===== src/rtl/ffba_pkg.sv =====
// Shared constants, types and helper functions for the first-fit bitmap allocator.
`default_nettype none

package ffba_pkg;

  localparam int MEM_CELLS = 1024;
  localparam int WORD_W    = (MEM_CELLS < 32) ? MEM_CELLS : 32;
  localparam int NUM_WORDS = MEM_CELLS / WORD_W;
  localparam int CNT_W     = $clog2(MEM_CELLS + 1);
  localparam int WOFF_W    = $clog2(WORD_W);
  localparam int WIDX_W    = (NUM_WORDS > 1) ? $clog2(NUM_WORDS) : 1;
  localparam int OP_W      = 2;
  localparam int LEN_W     = 11;
  localparam int POS_W     = 10;
  localparam int CALC_W    = ((CNT_W > LEN_W) ? CNT_W : LEN_W) + 1;
  localparam int CFG_AW    = 3;
  localparam int CFG_DW    = 32;

  localparam logic [OP_W-1:0] OP_ALLOC = 2'd0;
  localparam logic [OP_W-1:0] OP_FREE  = 2'd1;
  localparam logic [OP_W-1:0] OP_CLEAR = 2'd2;

  localparam logic             REG_RESERVE = 1'b0;
  localparam logic [POS_W-1:0] RESERVE_RST = 10'd64;

  typedef logic [WORD_W-1:0] word_t;
  typedef logic [WIDX_W-1:0] widx_t;
  typedef logic [CNT_W-1:0]  cnt_t;
  typedef logic [LEN_W-1:0]  len_t;

  typedef struct packed {
    logic  rd_en;
    widx_t rd_idx;
    logic  wr_en;
    widx_t wr_idx;
    word_t wr_data;
    logic  clr;
  } bmap_req_t;

  typedef struct packed {
    logic hit;
    cnt_t start;
    len_t run;
  } scan_res_t;

  // Cell index of bit 0 of a bitmap word.
  function automatic cnt_t word_base(widx_t w);
    return CNT_W'({w, {WOFF_W{1'b0}}});
  endfunction

  // Bits of the word whose cell index lies in [lo, hi).
  function automatic word_t range_mask(cnt_t base, cnt_t lo, cnt_t hi);
    logic [CNT_W:0] pos;
    word_t          m;
    m = '0;
    for (int j = 0; j < WORD_W; j++) begin
      pos  = {1'b0, base} + (CNT_W+1)'(j);
      m[j] = (pos >= {1'b0, lo}) && (pos < {1'b0, hi});
    end
    return m;
  endfunction

endpackage

`default_nettype wire


===== src/rtl/ffba_bitmap.sv =====
// Word-wide used/free bitmap with per-row valid bits and registered read.
`default_nettype none

module ffba_bitmap
  import ffba_pkg::*;
(
  input  wire logic      clk,
  input  wire logic      rst_n,
  input  wire bmap_req_t req,
  output logic [WORD_W-1:0] rd_word
);

  word_t                 mem_r [NUM_WORDS];
  logic [NUM_WORDS-1:0]  row_vld_r;
  word_t                 rd_data_r;
  logic                  rd_vld_r;

  // Rows never written since reset or clear read as all free.
  always_ff @(posedge clk) begin
    if (!rst_n) begin
      row_vld_r <= '0;
    end else if (req.clr) begin
      row_vld_r <= '0;
    end else if (req.wr_en) begin
      row_vld_r[req.wr_idx] <= 1'b1;
    end
  end

  always_ff @(posedge clk) begin
    if (req.wr_en) begin
      mem_r[req.wr_idx] <= req.wr_data;
    end
  end

  always_ff @(posedge clk) begin
    if (req.rd_en) begin
      rd_data_r <= mem_r[req.rd_idx];
      rd_vld_r  <= row_vld_r[req.rd_idx];
    end
  end

  assign rd_word = rd_vld_r ? rd_data_r : '0;

endmodule

`default_nettype wire


===== src/rtl/ffba_scan.sv =====
// One-word first-fit scan step: finds where a free run reaches the request length.
`default_nettype none

module ffba_scan
  import ffba_pkg::*;
(
  input  wire logic [WORD_W-1:0] used,
  input  wire logic [LEN_W-1:0]  run_in,
  input  wire logic [LEN_W-1:0]  len,
  input  wire logic [CNT_W-1:0]  base,
  output scan_res_t              res
);

  word_t              top_ones;
  word_t              ok;
  len_t               thr;
  logic [WOFF_W-1:0]  pos;
  logic [WOFF_W-1:0]  top_free;
  logic [CALC_W-1:0]  start_c;

  always_comb begin
    // len ones aligned to the MSB; shifted down, they cover cells [j-len+1, j]
    top_ones = ~({WORD_W{1'b1}} >> len);
    thr      = len - run_in;
    for (int j = 0; j < WORD_W; j++) begin
      ok[j] = ~|(used & (top_ones >> (WORD_W - 1 - j))) && (LEN_W'(j + 1) >= thr);
    end

    pos = '0;
    for (int j = WORD_W - 1; j >= 0; j--) begin
      if (ok[j]) begin
        pos = WOFF_W'(j);
      end
    end

    // free cells above the highest used one carry into the next word
    top_free = '0;
    for (int j = 0; j < WORD_W; j++) begin
      if (used[j]) begin
        top_free = WOFF_W'(WORD_W - 1 - j);
      end
    end

    start_c = CALC_W'(base) + CALC_W'(pos) + CALC_W'(1) - CALC_W'(len);

    res.hit   = |ok;
    res.start = CNT_W'(start_c);
    res.run   = (used == '0) ? (run_in + LEN_W'(WORD_W)) : LEN_W'(top_free);
  end

endmodule

`default_nettype wire


===== src/rtl/first_fit_bitmap_allocator_top.sv =====
// Allocate reads and scans each bitmap word from the reserve word to the hit word
// (S_SCAN_RD, S_SCAN_EV), then read-modify-writes each word touched (S_RNG_RD,
// S_RNG_WR); free read-modify-writes each word touched. Clear, no-op and trivial
// requests go straight to S_DONE. A new request is taken only in S_IDLE.
// Synchronous active-low reset frees every cell and sets reserve to 64; no sweep.
`default_nettype none

module first_fit_bitmap_allocator_top
  import ffba_pkg::*;
(
  input  wire logic              clk,
  input  wire logic              rst_n,
  input  wire logic              in_valid,
  output logic                   in_stall,
  input  wire logic [OP_W-1:0]   in_op,
  input  wire logic [LEN_W-1:0]  in_req_size,
  input  wire logic [POS_W-1:0]  in_start_addr,
  output logic                   out_valid,
  input  wire logic              out_stall,
  output logic                   out_granted,
  output logic [POS_W-1:0]       out_block_start,
  input  wire logic              psel,
  input  wire logic              penable,
  input  wire logic              pwrite,
  input  wire logic [CFG_AW-1:0] paddr,
  input  wire logic [CFG_DW-1:0] pwdata,
  output logic [CFG_DW-1:0]      prdata,
  output logic                   pready
);

  typedef enum logic [2:0] {
    S_IDLE,
    S_SCAN_RD,
    S_SCAN_EV,
    S_RNG_RD,
    S_RNG_WR,
    S_DONE
  } state_t;

  state_t            state_r, state_nxt;
  widx_t             widx_r, widx_nxt;
  widx_t             last_r, last_nxt;
  len_t              run_r, run_nxt;
  len_t              len_r, len_nxt;
  cnt_t              lo_r, lo_nxt;
  cnt_t              hi_r, hi_nxt;
  logic              set_r, set_nxt;
  logic              grant_r, grant_nxt;
  logic [POS_W-1:0]  start_r, start_nxt;
  logic [POS_W-1:0]  reserve_r, reserve_nxt;
  logic              out_valid_r, out_valid_nxt;
  logic              out_granted_r, out_granted_nxt;
  logic [POS_W-1:0]  out_start_r, out_start_nxt;

  bmap_req_t         bm_req;
  word_t             rd_word;
  word_t             rng_mask;
  word_t             scan_used;
  word_t             wr_word;
  cnt_t              cur_base;
  scan_res_t         scan_res;
  logic              in_acc;
  logic              out_hold;
  logic              rsv_oob;
  logic              start_oob;
  logic [CALC_W-1:0] free_end;
  cnt_t              free_hi;
  cnt_t              alloc_hi;

  ffba_bitmap u_bitmap (
    .clk     (clk),
    .rst_n   (rst_n),
    .req     (bm_req),
    .rd_word (rd_word)
  );

  ffba_scan u_scan (
    .used   (scan_used),
    .run_in (run_r),
    .len    (len_r),
    .base   (cur_base),
    .res    (scan_res)
  );

  assign in_stall = (state_r != S_IDLE);
  assign in_acc   = in_valid && !in_stall;
  assign out_hold = out_valid_r && out_stall;

  assign cur_base  = word_base(widx_r);
  assign rng_mask  = range_mask(cur_base, lo_r, hi_r);
  // cells below the reserve look used to the scan
  assign scan_used = rd_word | range_mask(cur_base, '0, CNT_W'(reserve_r));
  assign wr_word   = set_r ? (rd_word | rng_mask) : (rd_word & ~rng_mask);

  assign rsv_oob   = CALC_W'(reserve_r) >= CALC_W'(MEM_CELLS);
  assign start_oob = CALC_W'(in_start_addr) >= CALC_W'(MEM_CELLS);
  assign free_end  = CALC_W'(in_start_addr) + CALC_W'(in_req_size);
  assign free_hi   = (free_end > CALC_W'(MEM_CELLS)) ? CNT_W'(MEM_CELLS) : CNT_W'(free_end);
  assign alloc_hi  = CNT_W'(CALC_W'(scan_res.start) + CALC_W'(len_r));

  assign pready = 1'b1;
  assign prdata = (paddr[CFG_AW-1] == REG_RESERVE) ? CFG_DW'(reserve_r) : '0;

  always_comb begin
    state_nxt       = state_r;
    widx_nxt        = widx_r;
    last_nxt        = last_r;
    run_nxt         = run_r;
    len_nxt         = len_r;
    lo_nxt          = lo_r;
    hi_nxt          = hi_r;
    set_nxt         = set_r;
    grant_nxt       = grant_r;
    start_nxt       = start_r;
    reserve_nxt     = reserve_r;
    out_valid_nxt   = out_hold;
    out_granted_nxt = out_granted_r;
    out_start_nxt   = out_start_r;

    bm_req         = '0;
    bm_req.rd_idx  = widx_r;
    bm_req.wr_idx  = widx_r;
    bm_req.wr_data = wr_word;

    if (psel && penable && pwrite && pready && (paddr[CFG_AW-1] == REG_RESERVE)) begin
      reserve_nxt = pwdata[POS_W-1:0];
    end

    case (state_r)
      S_IDLE: begin
        if (in_acc) begin
          grant_nxt = 1'b1;
          start_nxt = '0;
          state_nxt = S_DONE;
          case (in_op)
            OP_ALLOC: begin
              if ((in_req_size == '0) || rsv_oob) begin
                grant_nxt = 1'b0;
              end else begin
                len_nxt   = in_req_size;
                run_nxt   = '0;
                widx_nxt  = WIDX_W'(reserve_r >> WOFF_W);
                state_nxt = S_SCAN_RD;
              end
            end
            OP_FREE: begin
              if ((in_req_size != '0) && !start_oob) begin
                lo_nxt    = CNT_W'(in_start_addr);
                hi_nxt    = free_hi;
                widx_nxt  = WIDX_W'(CNT_W'(in_start_addr) >> WOFF_W);
                last_nxt  = WIDX_W'((free_hi - CNT_W'(1)) >> WOFF_W);
                set_nxt   = 1'b0;
                state_nxt = S_RNG_RD;
              end
            end
            OP_CLEAR: begin
              bm_req.clr = 1'b1;
            end
            default: begin
              grant_nxt = 1'b0;
            end
          endcase
        end
      end
      S_SCAN_RD: begin
        bm_req.rd_en = 1'b1;
        state_nxt    = S_SCAN_EV;
      end
      S_SCAN_EV: begin
        if (scan_res.hit) begin
          lo_nxt    = scan_res.start;
          hi_nxt    = alloc_hi;
          widx_nxt  = WIDX_W'(scan_res.start >> WOFF_W);
          last_nxt  = WIDX_W'((alloc_hi - CNT_W'(1)) >> WOFF_W);
          set_nxt   = 1'b1;
          start_nxt = POS_W'(scan_res.start);
          state_nxt = S_RNG_RD;
        end else if (widx_r == WIDX_W'(NUM_WORDS - 1)) begin
          grant_nxt = 1'b0;
          state_nxt = S_DONE;
        end else begin
          widx_nxt  = widx_r + WIDX_W'(1);
          run_nxt   = scan_res.run;
          state_nxt = S_SCAN_RD;
        end
      end
      S_RNG_RD: begin
        bm_req.rd_en = 1'b1;
        state_nxt    = S_RNG_WR;
      end
      S_RNG_WR: begin
        bm_req.wr_en = 1'b1;
        if (widx_r == last_r) begin
          state_nxt = S_DONE;
        end else begin
          widx_nxt  = widx_r + WIDX_W'(1);
          state_nxt = S_RNG_RD;
        end
      end
      S_DONE: begin
        // hold the result until the output register is free
        if (!out_hold) begin
          out_valid_nxt   = 1'b1;
          out_granted_nxt = grant_r;
          out_start_nxt   = grant_r ? start_r : '0;
          state_nxt       = S_IDLE;
        end
      end
      default: begin
        state_nxt = S_IDLE;
      end
    endcase
  end

  always_ff @(posedge clk) begin
    if (!rst_n) begin
      state_r     <= S_IDLE;
      out_valid_r <= 1'b0;
      reserve_r   <= RESERVE_RST;
    end else begin
      state_r     <= state_nxt;
      out_valid_r <= out_valid_nxt;
      reserve_r   <= reserve_nxt;
    end
    widx_r        <= widx_nxt;
    last_r        <= last_nxt;
    run_r         <= run_nxt;
    len_r         <= len_nxt;
    lo_r          <= lo_nxt;
    hi_r          <= hi_nxt;
    set_r         <= set_nxt;
    grant_r       <= grant_nxt;
    start_r       <= start_nxt;
    out_granted_r <= out_granted_nxt;
    out_start_r   <= out_start_nxt;
  end

  assign out_valid       = out_valid_r;
  assign out_granted     = out_granted_r;
  assign out_block_start = out_start_r;

`ifndef ASSERT_OFF
  a_fail_zero_start: assert property (@(posedge clk) disable iff (!rst_n)
    (out_valid && !out_granted) |-> (out_block_start == '0))
    else $error("failed result carries a nonzero start");

  a_hit_above_reserve: assert property (@(posedge clk) disable iff (!rst_n)
    ((state_r == S_SCAN_EV) && scan_res.hit) |-> (scan_res.start >= CNT_W'(reserve_r)))
    else $error("allocation hit below the reserve");

  a_range_in_bounds: assert property (@(posedge clk) disable iff (!rst_n)
    (state_r == S_RNG_WR) |-> (widx_r <= last_r))
    else $error("range update ran past its last word");

  a_busy_after_accept: assert property (@(posedge clk) disable iff (!rst_n)
    (in_valid && !in_stall) |=> in_stall)
    else $error("input not stalled after an accepted word");
`endif

endmodule

`default_nettype wire

===== config.mk =====
export PLATFORM = sky130hd
export DESIGN_NAME = first_fit_bitmap_allocator_top
export DESIGN_NICKNAME = d
export VERILOG_FILES = /design/src/rtl/ffba_pkg.sv /design/src/rtl/ffba_bitmap.sv /design/src/rtl/ffba_scan.sv /design/src/rtl/first_fit_bitmap_allocator_top.sv
export SDC_FILE = /design/constraint.sdc
export NUM_CORES = 2
export LEC_CHECK = 0
export BUFFER_PORTS_ARGS = -buffer_cell sky130_fd_sc_hd__buf_2
export CORE_ASPECT_RATIO = 1.2
export CORE_UTILIZATION = 35
export CTS_BUF_LIST = sky130_fd_sc_hd__clkbuf_2 sky130_fd_sc_hd__clkbuf_4 sky130_fd_sc_hd__clkbuf_8
export DETAILED_ROUTE_END_ITERATION = 8
export HOLD_SLACK_MARGIN = 0.03
export PLACE_DENSITY = 0.47
export SLEW_MARGIN = 0
export SYNTH_ARGS = -nofsm -noshare
export SYNTH_HDL_FRONTEND = slang
export SYNTH_SLANG_ARGS = --single-unit

===== constraint.sdc =====
create_clock -name clk -period 8.4 [get_ports clk]
set_input_delay 0 -clock clk [delete_from_list [all_inputs] [get_ports clk]]
set_output_delay 0 -clock clk [all_outputs]
set_load 0.01 [all_outputs]

==> After elaboration in Yosys (flattened, before gate mapping) <==
Memories as Yosys holds them, arrays and structs flattened. A register that Yosys moved wholly into a read port is not among the register bits.
Index checks and enable logic that the tools add are counted.
{ "classes": {"addsub": 41, "multipliers": 0, "div_mod_pow": 0, "magnitude_cmp": 163, "eq_ne": 24, "shift": 1, "muxes": 133, "bitwise": 42, "n_reduce_logical": 187} }
{ "op_table": {"columns": ["cell", "count"], "rows": [
  ["32-bit OR reduction", 33],
  ["12-bit by 11-bit >= comparator with 1-bit output", 31],
  ["12-bit by 11-bit less-than comparator with 1-bit output", 31],
  ["5-bit two-way mux", 74],
  ["11-bit by 1-bit >= comparator with 1-bit output (second input constant)", 31],
  ["11-bit by 10-bit less-than comparator with 1-bit output", 31],
  ["10-bit by 5-bit adder with 11-bit output (second input constant)", 16],
  ["5-bit by 11-bit >= comparator with 1-bit output (first input constant)", 16],
  ["11-bit two-way mux", 15],
  ["1-bit logical AND", 102],
  ["32-bit OR", 3],
  ["10-bit by 4-bit adder with 11-bit output (second input constant)", 8],
  ["4-bit by 11-bit >= comparator with 1-bit output (first input constant)", 8],
  ["11-bit case mux with 2 select lines", 3],
  ["32-bit bitwise AND", 2],
  ["32-bit two-way mux", 2],
  ["32-bit inverter", 2],
  ["10-bit by 3-bit adder with 11-bit output (second input constant)", 4],
  ["3-bit by 11-bit >= comparator with 1-bit output (first input constant)", 4],
  ["1-bit logical NOT", 33],
  ["32-bit by 1-bit bitwise AND with 32-bit output", 1],
  ["32-bit by 10-bit bitwise AND with 32-bit output", 1],
  ["32-bit by 11-bit bitwise AND with 32-bit output", 1],
  ["32-bit by 12-bit bitwise AND with 32-bit output", 1],
  ["85 further kinds", 138]
]} }
{ "word_totals": {"regBits": 124, "latchBits": 0, "ramBits": 1024, "rom_bits": 0, "inputBits": 65, "out_inout_bits": 46, "wordCells": 608, "n_memories": 1} }
{ "memory_table": {"columns": ["memory", "words", "width", "rd", "rd_clocked_by_memory_dff", "write_ports", "line_no", "text"], "rows": [
  ["u_bitmap.mem_r", 32, 32, 1, 1, 1, "ffba_bitmap.sv:13", "word_t mem_r [NUM_WORDS];"]
]} }

==> Depth between registers and ports, before layout <==
{ "depth": {"word_depth": 47, "depth_mapped": 36, "mapped_depth_nobuf": 33} }

==> Cells and area by module <==
From an unflattened synthesis, not the netlist that was laid out.
{ "unflattened": {"cells_unflattened": 4131, "hier_area_um2": 55394.4} }
{ "modules_own_cells": {"columns": ["mod", "n_inst", "cells_each", "area_per_inst_um2", "seq_area_each_um2"], "rows": [
  ["ffba_bitmap", 1, 2404, 42299.3, 32381.1],
  ["first_fit_bitmap_allocator_top", 1, 758, 6952.9, 2592.5],
  ["ffba_scan", 1, 969, 6142.1, 0.0]
]} }

==> Least setup slack after synthesis <==
No wires, ideal clock.
{ "synth_path": {"path_kind": "register to register", "start": "register len_r[0]", "end": "register last_r[3], data pin", "setup_time_ns": 0.277, "arrival_time_ns": 6.919, "t_required_ns": 8.123, "path_slack_ns": 1.204, "path_stages_with_launch": 33, "path_buffers": 3, "synth_period_minus_slack_ns": 7.196, "path_cell_list": "edfxtp_1 > clkbuf_1 > inv_1 > ha_1 > inv_1 > fa_1 > a21o_1 > a22oi_1 > and2_1 > xnor2_1 > a2111oi_4 > nand2_1 > buf_2 > clkbuf_1 > or4_1 > a21oi_1 > o21ai_0 > a211oi_1 > a211oi_1 > ha_1 > ha_1 > fa_1 > ha_1 > a21oi_1 > o21ai_0 > a21oi_1 > xnor2_1 > o41ai_1 > and2_1 > and2_0 > a211oi_1 > nor2_1 > a22oi_1"} }
{ "synth_lines": {"columns": ["element", "line_no", "text"], "rows": [
  ["start, declared", "first_fit_bitmap_allocator_top.sv:44", "len_t len_r, len_nxt;"],
  ["start signal, assigned", "first_fit_bitmap_allocator_top.sv:228", "len_r <= len_nxt;"],
  ["end signal, assigned", "first_fit_bitmap_allocator_top.sv:226", "last_r <= last_nxt;"],
  ["end, declared", "first_fit_bitmap_allocator_top.sv:42", "widx_t last_r, last_nxt;"]
]} }

==> reports/results.txt <==
Run status = finished clean
Max-slew headroom = 15.1%
CP max-delay cell = edfxtp_1
Clock group share of total power = 29.7%
Leak = 21.1 nW
Layout net count = 4,154
Main combinational cell family by area after synthesis = compound AO/OA/AOI/OAI gates
DIE AREA = 156,000 um^2
Post-synthesis simple-gate area fraction = 7.14%
Pre-Repair DR Iteration Count = 6
DR WL/cell = 32.2 um
Top FF cell, synth = edfxtp_1
Switching power = 0.00538 W
Commonest non-fill, non-tap cell in the layout = edfxtp_1
Vias after detailed routing = 36,600
Area fraction in compound gates after synthesis = 11.6%
Core area = 153,000 um^2
Sequential fraction of the synthesis area = 64.7%
Routed vias/inst = 5.96
Fin Hold WS = 141 ps
Synth Instances = 3,589
CTS sink count = 1,180
Register Area = 35,000 um^2
Post-synthesis mux area share = 11.2%
Vias in the first global route = 36,700
Slew Viols, Final = 0
Remaining DRCs = 0
Clock tree buffer depth = 3
VDD IR-drop max = 135 uV
Count of final hold-check violations = 0
Placed insts = 5,710
Worst EP arrival = 8710 ps
CP required = 9130 ps
Most used cell, CP = buf_4
Yosys reg bits = 1,180
Tot Pwr = 0.0167 W
Commonest non-fill, non-tap cells in the layout = 1,134 x edfxtp_1, 316 x buf_4, 264 x mux4_2
Mapped Area = 54,000 um^2
H-tree depth = 4
Global-route wire length before repair = 278 mm
First DRT Iteration DRCs = 3,719
Max-capacitance violation count = 0
Die X = 361 um
Largest net degree at the start of global routing = 86
Routed wire length = 198 mm
Synth async-reset ratio = 0%
Fin Setup TNS = 0 ps
Post-synth EDFFs = 1,134
Min cycle time layout = 7980 ps
Setup Viol. Count Final = 0
PwrDens = 262 nW/um^2
Share of cells above drive strength 1 = 25.8%
Ys Warns = 0
Crit-path max FO = 9
Area share of xor/xnor cells in the synthesized design = 0.745%
Crit-path max cell delay = 650 ps
Achievable Freq = 125 MHz
Post-route ant nets = 0
Sw frac = 32.3%
Setup crit end kind = register
GRT Residual Overflow = 0
RSZ-0062 raised after global routing = no
GPL Wtd Cong = 1.03
Util after Layout = 41.5%
All-layer global routing usage = 25.2%
Initial antenna violation count = 4
Mean Syn Cell Area = 15.1 um^2
DP Wirelength = 120 mm
Clk Latency, worst-skew pair = 940 ps
Area Overhead vs Synth = 17.4%
Initial core utilization = 35.3%
Clock Pin Slew Worst Setup and Hold Paths = 60 ps
Crit path launch type = register
Synth cell types = 91
CTS buffer count = 189
Die span in y = 432 um
CTS tree = done
Clock Skew = 59.0 ps
Comb pwr share = 27.9%
IO Pins = 111
I/O Buffers = 63
Synth Area in Adders = 1.95%
Filler cells = 14,100
Final worst-path cycle share = 95.0%
Post-Layout Cell Count = 6,145
Hold WC Path Type = primary input to register
# rows = 157
CP Class = register to register
Worst-Margin Slew = 1270 ps
Pint = 0.0113 W
Area of the multi-input gates = 18,200 um^2
Part of the power in registers = 42.3%
Root Driver = clkbuf_8
-- registers in the layout, summed over array words and instances, names as in the netlist, 3 cells and up --
name,count
hi_r,11
last_r,5
len_r,11
lo_r,11
out_block_start,10
reserve_r,10
run_r,11
start_r,10
state_r,3
u_bitmap.mem_r,1024
u_bitmap.rd_data_r,32
u_bitmap.row_vld_r,32
widx_r,5
-- power groups by stage --
| stage | registers, W | logic, W | clock network, W |
|---|---|---|---|
| after floorplan | 0.00716 | 0.00268 | 0 |
| after global routing | 0.00706 | 0.00492 | 0.00532 |
| after detailed placement | 0.00717 | 0.00455 | 0 |
| after CTS | 0.00705 | 0.00459 | 0.00508 |
| final | 0.00705 | 0.00466 | 0.00495 |
| after global placement | 0.00717 | 0.00456 | 0 |
-- stage by stage --
| step | setup slack (ps) | area [um^2] |
|---|---|---|
| floorplan | 1200 | 54100 |
| global placement | -726 | 58700 |
| detailed placement | -187 | 58700 |
| CTS | 63.7 | 63300 |
| global route | 10.7 | 63500 |
| finish | 421 | 63500 |
-- cells by family after synthesis --
family          count (synthesis)
buf+inv                       350
mux                           272
simple gates                  756
compound gates                901
flops                        1180
other cells                     2
xor+xnor                       46
fa+ha+maj                      82
-- Yosys cell counts, types with 23 or more instances --
library cell     n  area, um^2
edfxtp_1      1134       34100
mux4_2         264        5950
nand2_1        190         713
o22ai_1        175        1090
nor2_1         165         619
clkbuf_1       162         608
a22oi_1        142        1070
o21ai_0        119         596
a21oi_1        113         566
inv_1           78         293
ha_1            77         963
nand3_1         62         310
nor3_1          58         290
nand4_1         51         319
o21a_1          49         368
buf_1           48         180
and2_1          46         288
dfxtp_1         46         921
a211oi_1        44         330
buf_2           34         170
xnor2_1         32         280
a21o_1          30         225
nor4_1          26         163
o211ai_1        26         195
a221oi_1        25         219
buf_4           25         188
and3_1          23         144
o221ai_1        23         201
-- per-layer routing --
metal | track usage, % | up-vias | part of all wire [%]
met5 | 0 | - | 0.013
met4 | 12.2 | 4 | 5.2
met3 | 4.07 | 543 | 5.8
met2 | 42.3 | 1589 | 49
met1 | 31.8 | 19000 | 40
li1 | - | 15500 | -
-- worst max-delay path, delay by kind of cell (launching register included) --
kind,cells,cell delay (ps)
simple gates,8,1880
flops,1,650
buf+inv,6,1130
compound gates,14,3020
fa+ha+maj,4,1140
-- final cells by class --
cell class              count  share of cell area [%]
flip-flops and latches   1180                    55.1
multi-input cells        2080                    28.7
repair buffers            479                    5.92
clock buffers             252                    4.94
well taps                1987                    3.92
clock inverters            86                   0.938
inverters                  78                   0.461
diodes                      3                  0.0118
-- worst paths after layout --
check                                startpoint                                 end  slack, ps  cells past startpoint
max                          len_r[4]$_DFFE_PP_                 last_r[3]$_DFFE_PP_        420                     32
min                                    in_valid             state_r[0]$_SDFFE_PN0P_        140                      5
max reg2reg                  len_r[4]$_DFFE_PP_                 last_r[3]$_DFFE_PP_        420                     32
min reg2reg  u_bitmap.row_vld_r[2]$_SDFFE_PP0P_  u_bitmap.row_vld_r[2]$_SDFFE_PP0P_        460                      1
-- timing repair --
action	in CTS	in global routing
endpoints found under the setup margin	4	7
hold buffers	91	0
pin swaps	0	5
endpoints found under the hold margin	154	0
gates resized for setup	2	27
buffers inserted	0	3
(Power assumes the default switching activity.)
